File: src/rtl/wgri_pkg.sv
// Package with shared types and constants for the weighted-gather RGB interpolator.
package wgri_pkg;

    localparam int SRC_AW   = 12;
    localparam int CON_AW   = 12;
    localparam int GRP_AW   = 10;
    localparam int CNT_W    = 13;
    localparam int GCNT_W   = 11;
    localparam int DSZ_W    = 13;
    localparam logic [CNT_W-1:0]  CONTRIB_DEPTH = 13'd4096;
    localparam logic [GCNT_W-1:0] GROUP_DEPTH   = 11'd1024;
    localparam logic [DSZ_W-1:0]  DEST_DEPTH    = 13'd4096;

    typedef enum logic [2:0] {
        FUNC_OPEN   = 3'd0,
        FUNC_ADD    = 3'd1,
        FUNC_CLOSE  = 3'd2,
        FUNC_WRITE  = 3'd3,
        FUNC_INTERP = 3'd4
    } func_t;

    typedef enum logic [1:0] {
        ST_OK       = 2'd0,
        ST_FULL     = 2'd1,
        ST_BAD_IDX  = 2'd2,
        ST_EMPTY    = 2'd3
    } status_t;

    typedef enum logic [2:0] {
        S_IDLE,
        S_GRP,
        S_CON,
        S_PIX,
        S_MAC,
        S_DONE
    } state_t;

    typedef struct packed {
        logic [2:0]  func;
        logic [11:0] src_index;
        logic [15:0] weight;
        logic [11:0] dest_offset_a;
        logic [11:0] dest_offset_b;
        logic [11:0] dest_offset_c;
        logic [23:0] pixel_color;
        logic [9:0]  group_index;
    } in_item_t;

    typedef struct packed {
        logic [1:0]  status;
        logic [11:0] out_dest_a;
        logic [11:0] out_dest_b;
        logic [11:0] out_dest_c;
        logic [31:0] out_color;
        logic [12:0] dest_size;
        logic [10:0] group_count;
    } out_item_t;

    // Stored group: begin, end, three offsets.
    typedef struct packed {
        logic [CNT_W-1:0] first;
        logic [CNT_W-1:0] last;
        logic [11:0]      da;
        logic [11:0]      db;
        logic [11:0]      dc;
    } group_t;

    // Controls for the shared multiply-accumulate unit.
    typedef struct packed {
        logic        clear;
        logic        enable;
        logic [7:0]  pix_byte;
        logic [15:0] weight;
        logic [1:0]  chan;
    } mac_ctrl_t;

endpackage

File: src/rtl/wgri_mac.sv
// Shared 8x16 multiply-accumulate unit with three 32-bit channel accumulators.
module wgri_mac (
    input  logic                aclk,
    input  wgri_pkg::mac_ctrl_t ctrl,
    output logic [31:0]         color
);

    logic [31:0] acc_reg [3];
    logic [23:0] prod;

    assign prod = {16'd0, ctrl.pix_byte} * {8'd0, ctrl.weight};

    // One channel product is added per cycle while enable is set.
    always_ff @(posedge aclk) begin
        if (ctrl.clear) begin
            acc_reg[0] <= '0;
            acc_reg[1] <= '0;
            acc_reg[2] <= '0;
        end else if (ctrl.enable && ctrl.chan != 2'd3) begin
            acc_reg[ctrl.chan] <= acc_reg[ctrl.chan] + {8'd0, prod};
        end
    end

    // Pack the channels as red, green and blue sums.
    assign color = {16'd0, acc_reg[0][31:16]} + {8'd0, acc_reg[1][31:16], 8'd0}
                 + {8'd0, acc_reg[2][23:16], 16'd0};

endmodule

File: config.mk
export PLATFORM = sky130hd
export DESIGN_NAME = wgri_mac
export DESIGN_NICKNAME = d
export VERILOG_FILES = /design/src/rtl/wgri_pkg.sv /design/src/rtl/wgri_mac.sv
export SDC_FILE = /design/constraint.sdc
export NUM_CORES = 1
export LEC_CHECK = 0
export BUFFER_PORTS_ARGS = -buffer_cell sky130_fd_sc_hd__buf_2
export CORE_MARGIN = 2
export CORE_UTILIZATION = 50
export DETAILED_ROUTE_END_ITERATION = 6
export PLACE_DENSITY = 0.67
export SYNTH_ARGS = -nofsm -noshare
export SYNTH_HDL_FRONTEND = slang
export SYNTH_SLANG_ARGS = --single-unit
File: constraint.sdc
create_clock -name aclk -period 19.96 [get_ports aclk]
set_input_delay 4.99 -clock aclk [delete_from_list [all_inputs] [get_ports aclk]]
set_output_delay 4.99 -clock aclk [all_outputs]
set_load 0.01 [all_outputs]
==> results of run 1 <==
-- worst max-delay path: stages --
cell and delay [ns]:
buf_2 0.60, mux4_2 0.58, inv_1 0.08, fa_1 0.41, inv_1 0.09, fa_1 0.43, fa_1 0.50, inv_1 0.06
fa_1 0.54, inv_1 0.05, ha_1 0.37, o21ai_0 0.54, nor3_1 0.17, a21oi_1 0.41, a21oi_1 0.21, o21ai_2 0.32
mux2i_1 0.25
-- cell families after synthesis --
family	share of synthesized area [%]
and+or+nand+nor	14.8
AOI/OAI and AO/OA	8.97
other	0.0323
buffers and inverters	8.48
xor gates and xnor gates	2.19
DFF	33.1
adders and majority gates	25.4
muxes	6.98
-- path summary, 6_finish.rpt --
path	cells past startpoint	endpoint	from
min reg2reg	2	acc_reg[3][0]$_DFFE_PP_	acc_reg[3][0]$_DFFE_PP_
max reg2reg	16	acc_reg[0][30]$_SDFFCE_PN0P_	acc_reg[2][7]$_SDFFCE_PN0P_
min	2	acc_reg[3][0]$_DFFE_PP_	acc_reg[3][0]$_DFFE_PP_
max	17	acc_reg[0][30]$_SDFFCE_PN0P_	ctrl[0]
-- synthesized netlist by cell type (2+ instances only) --
cell type / number / area, µm²
a21boi_0: 4 / 30.0
a21oi_1: 38 / 190
o211ai_1: 2 / 15.0
o21bai_1: 6 / 45.0
buf_1: 3 / 11.3
xnor2_1: 13 / 114
a31oi_1: 2 / 12.5
a21oi_4: 2 / 32.5
or3_1: 2 / 12.5
nor2_1: 82 / 308
and3_1: 10 / 62.6
o21ai_0: 27 / 135
a211o_1: 5 / 43.8
ha_1: 65 / 813
xor2_1: 16 / 140
a21boi_1: 2 / 15.0
edfxtp_1: 128 / 3840
o31ai_1: 3 / 22.5
a211oi_1: 5 / 37.5
nand2_1: 84 / 315
mux2i_1: 9 / 90.1
nor3b_1: 8 / 60.1
nor2b_1: 3 / 18.8
a21o_1: 15 / 113
o21a_1: 9 / 67.6
clkbuf_1: 27 / 101
buf_2: 5 / 25.0
nor3_1: 19 / 95.1
nand2b_1: 15 / 93.8
buf_4: 15 / 113
inv_1: 196 / 736
fa_1: 107 / 2140
nand3_1: 14 / 70.1
and2_1: 93 / 582
mux4_2: 32 / 721
nand4_1: 5 / 31.3
o21ai_1: 2 / 10.0
-- layout make-up --
type	instances	area, µm²	share of cell area, %
Inverter	196	736	5.76
Multi-Input combinational cell	770	6940	54.3
Clock buffer	19	433	3.39
Sequential cell	128	3840	30.1
Clock inverter	12	144	1.13
Timing Repair Buffer	61	325	2.55
Tap cell	285	357	2.79
-- report_power, final --
part	leakage (nW)	switching [W]	internal, W
clock	0.275	0.000115	0.000194
combinational	4.21	0.000944	0.000495
sequential	1.31	0.0000214	0.000414
total	5.80	0.00108	0.00110
-- metal layers --
layer | routed length [µm] | GRT usage, % | vias to the layer above
li1 | - | - | 3775
met1 | 12600 | 35.1 | 3947
met2 | 12100 | 36.4 | 239
met3 | 1430 | 3.02 | 23
met4 | 370 | 5.99 | 0
met5 | 0 | 0 | -
-- per-stage QoR --
| stage | power (W) | instances | setup slack, ns | cell area [µm²] | hold slack [ns] |
|---|---|---|---|---|---|
| floorplan | 0.00151 | 1144 | 9.64 | 11800 | 0.772 |
| global placement | 0.00184 | 1440 | 9.29 | 12200 | 0.820 |
| detailed placement | 0.00186 | 1440 | 9.21 | 12200 | 0.848 |
| CTS | 0.00218 | 1471 | 9.61 | 12800 | 0.860 |
| global route | 0.00239 | 1471 | 9.32 | 12800 | 0.884 |
| finish | 0.00218 | 1471 | 9.59 | 12800 | 0.850 |
==> run metrics, run 1 <==
TritonCTS clock tree built; global-route wire length before repair 44.1 mm; antenna diode count 0; Largest register FFs 128; minimum clock period 10.37 ns; width of the die 156 µm; H-tree depth 4; Max Cap Violations 0; Peak Freq 0.0964 GHz; Routed Antenna Nets 0; setup bufs post-CTS 0; unique cell type count in the Yosys netlist 70; ys async rst share 0%; DP HPWL 20.0 mm; ys flop type edfxtp_1; Worst Hold Class reg2reg; initial antenna violation count 0; CP required 20.22 ns; final hold vios 0; fin crit share 52.0%; leading cell type in the layout, fill and taps excluded inv_1; Final Skew 0.0127 ns; drt pass-1 iters 5; GRT Total Usage 23.4%; Yosys reg bits 128; Tightest Pin Transition 0.794 ns; Slew Limit Fails 0; Site Rows 55; Rel. slew slack 47.0%; Nets 1375; via count 7984; PD cells 171 nW/µm²; CTS resizes 0; Setup Crit Path Kind in2reg; layout cell share with drive strength beyond 1 11.3%; Vias/cell 5.43; Synth Warn # 0; most frequent cells in the layout 196 x inv_1, 128 x edfxtp_1, 107 x fa_1, 93 x and2_1, 84 x nand2_1; element type at the critical path end flop; Top Ports 61; CP Data Arrival Time 10.63 ns; WL/cell 18.0 µm; number of port buffers 53; clock buffer depth 2; DRC 0; Final GP Congestion 0.826; largest net degree at the start of global routing 38; Post-Syn Instances 1106; Post-Syn Area 11600 µm²; CTS Buf Count 17; Seq/Total Area, Yosys 33.1%; cts hold-fix bufs 0; Initial DRC Count 727; Worst-path clk slew 0.05 ns; Worst setup SP type primary input; outcome complete, no violations; fill count 1975; Worst VDD drop 0.132 mV; vias in the first global route 8318; Area Overhead vs Synth 9.95%; clock latency on the worst-skew pair 0.43 ns; crit path max fanout 24; Die ar. 24500 µm²; Core Region 22700 µm²; GR Overflow Total 0; Initial Utilization 51.2%; Post-synth EDFFs 128; R2R setup slack 14.54 ns; total negative setup slack 0 ns; CTS root buf clkbuf_16; fin util 56.3%; Synth Area per Inst 10.5 µm²; Die H 156 µm; # clock sinks 128; Lkg Pwr 5.80 nW; Total Wirelength 26.4 mm; RSZ-0062 raised after global routing no; # setup viols final 0
(Power assumes the default switching activity.)
==> inputs of run 2 (changes only) <==
==> constraint.sdc (replaced) <==
create_clock -name aclk -period 10.5 [get_ports aclk]
set_input_delay 2.625 -clock aclk [delete_from_list [all_inputs] [get_ports aclk]]
set_output_delay 2.625 -clock aclk [all_outputs]
set_load 0.01 [all_outputs]
==> run metrics, run 2 (synthesis results as in run 1) <==
Core Region 22700 µm²; outcome complete, no violations; Tightest Pin Transition 0.916 ns; H-tree depth 4; final setup margin 2.36 ns; RSZ-0062 raised after global routing no; Worst Hold Class reg2reg; antenna diode count 0; fin crit share 77.5%; width of the die 156 µm; Buf+Inv Stages, Crit Path 6; Area Overhead vs Synth 10.2%; fill count 1920; CTS root buf clkbuf_16; CTS resizes 0; # setup viols final 0; via count 8030; Total Wirelength 26.2 mm; Pwr Total 0.00419 W; global-route wire length before repair 43.2 mm; Routed Antenna Nets 0; setup bufs post-CTS 0; Initial Utilization 51.2%; element type at the critical path end flop; fin util 56.4%; layout cell share with drive strength beyond 1 11.8%; Worst setup SP type primary input; Die ar. 24500 µm²; # clock sinks 128; PD cells 327 nW/µm²; largest net degree at the start of global routing 27; clock latency on the worst-skew pair 0.42 ns; vias in the first global route 7983; CP required 10.64 ns; initial antenna violation count 0; Rel. slew slack 39.0%; Final GP Congestion 0.862; Site Rows 55; most frequent cells in the layout 196 x inv_1, 128 x edfxtp_1, 107 x fa_1, 93 x and2_1, 84 x nand2_1; Worst-path clk slew 0.05 ns; Largest register FFs 128; Critical-path top delay cell mux4_2; number of port buffers 53; Nets 1377; Top Ports 61; CTS Buf Count 17; worst path cell trace buf_2 -> buf_4 -> mux4_2 -> inv_1 -> fa_1 -> inv_1 -> fa_1 -> fa_1 -> inv_1 -> fa_1 -> inv_1 -> ha_1 -> o21ai_0 -> nor3_1 -> a21oi_1 -> a21boi_0 -> xnor2_1 -> nor2_1; Worst VDD drop 0.232 mV; max incr delay on CP 0.54 ns; Die H 156 µm; drt pass-1 iters 5; placed insts 1442; Peak Freq 0.123 GHz; WL/cell 17.8 µm; CP Data Arrival Time 8.28 ns; final hold vios 0; fin cells 1474; pre-CTS setup slack 2.02 ns; Slew Limit Fails 0; minimum clock period 8.14 ns; Setup Crit Path Kind in2reg; GR Overflow Total 0; total negative setup slack 0 ns; clock buffer depth 2; crit path max fanout 16; leading cell type in the layout, fill and taps excluded inv_1; TritonCTS clock tree built; Max Cap Violations 0; GRT Total Usage 23.0%; Vias/cell 5.45; Lkg Pwr 5.81 nW; DRC 0; CP top delay family adder cells; cts hold-fix bufs 0; Initial DRC Count 722; DP HPWL 20.4 mm; Final Skew 0.0108 ns
-- run 2: cell types whose count changed in the layout (fill, tap and decap cells not counted) --
cell / change
clkinv_2: +1
nor3b_2: -1
nor3b_1: +1
clkbuf_1: -1
clkinvlp_4: +4
buf_4: +2
clkinv_1: -3
-- run 2: final cells by class --
| cell class | count | area [µm²] | share of cell area [%] |
|---|---|---|---|
| inverter | 196 | 736 | 5.74 |
| multi-input combinational | 770 | 6930 | 54.1 |
| timing repair buffer | 63 | 340 | 2.66 |
| clock inverter | 14 | 168 | 1.31 |
| sequential | 128 | 3840 | 30.0 |
| clock buffer | 18 | 429 | 3.35 |
| tap | 285 | 357 | 2.78 |
-- run 2: per-stage QoR --
step	area, µm²	hold slack, ns
finish	12800	0.849
global route	12800	0.907
CTS	12800	0.845
detailed placement	12200	0.832
global placement	12200	0.835
floorplan	11800	0.772
-- run 2: worst reg2reg max path, stage by stage (launching register included) --
cell and delay (ns):
edfxtp_1 0.36, mux4_2 0.46, inv_1 0.08, fa_1 0.41
inv_1 0.09, fa_1 0.43, fa_1 0.51, inv_1 0.06
fa_1 0.53, inv_1 0.04, ha_1 0.36, o21ai_0 0.50
nor3_1 0.16, a21oi_1 0.48, a21boi_0 0.21, xnor2_1 0.36
nor2_1 0.09
-- run 2: path summary, 6_finish.rpt --
path	from	endpoint	slack (ns)	depth (start not counted)
setup reg to reg	acc_reg[3][7]$_DFFE_PP_	acc_reg[2][20]$_SDFFCE_PN0P_	5.09	16
hold reg to reg	acc_reg[2][0]$_SDFFCE_PN0P_	acc_reg[3][0]$_DFFE_PP_	0.85	2
hold / removal	acc_reg[2][0]$_SDFFCE_PN0P_	acc_reg[3][0]$_DFFE_PP_	0.85	2
setup / recovery	ctrl[0]	acc_reg[2][20]$_SDFFCE_PN0P_	2.36	18
-- run 2: metal layers --
layer / vias to the layer above / track usage (%) / part of all wire, %
li1: 3776 / - / -
met1: 3995 / 33.7 / 47
met2: 234 / 35.8 / 46
met3: 25 / 4.18 / 5.2
met4: 0 / 5.20 / 1.2
met5: - / 0 / 0
-- run 2: report_power, final --
part	switching (W)	internal, W
sequential	0.0000408	0.000788
clock	0.000221	0.000372
combinational	0.00183	0.000941
total	0.00209	0.00210
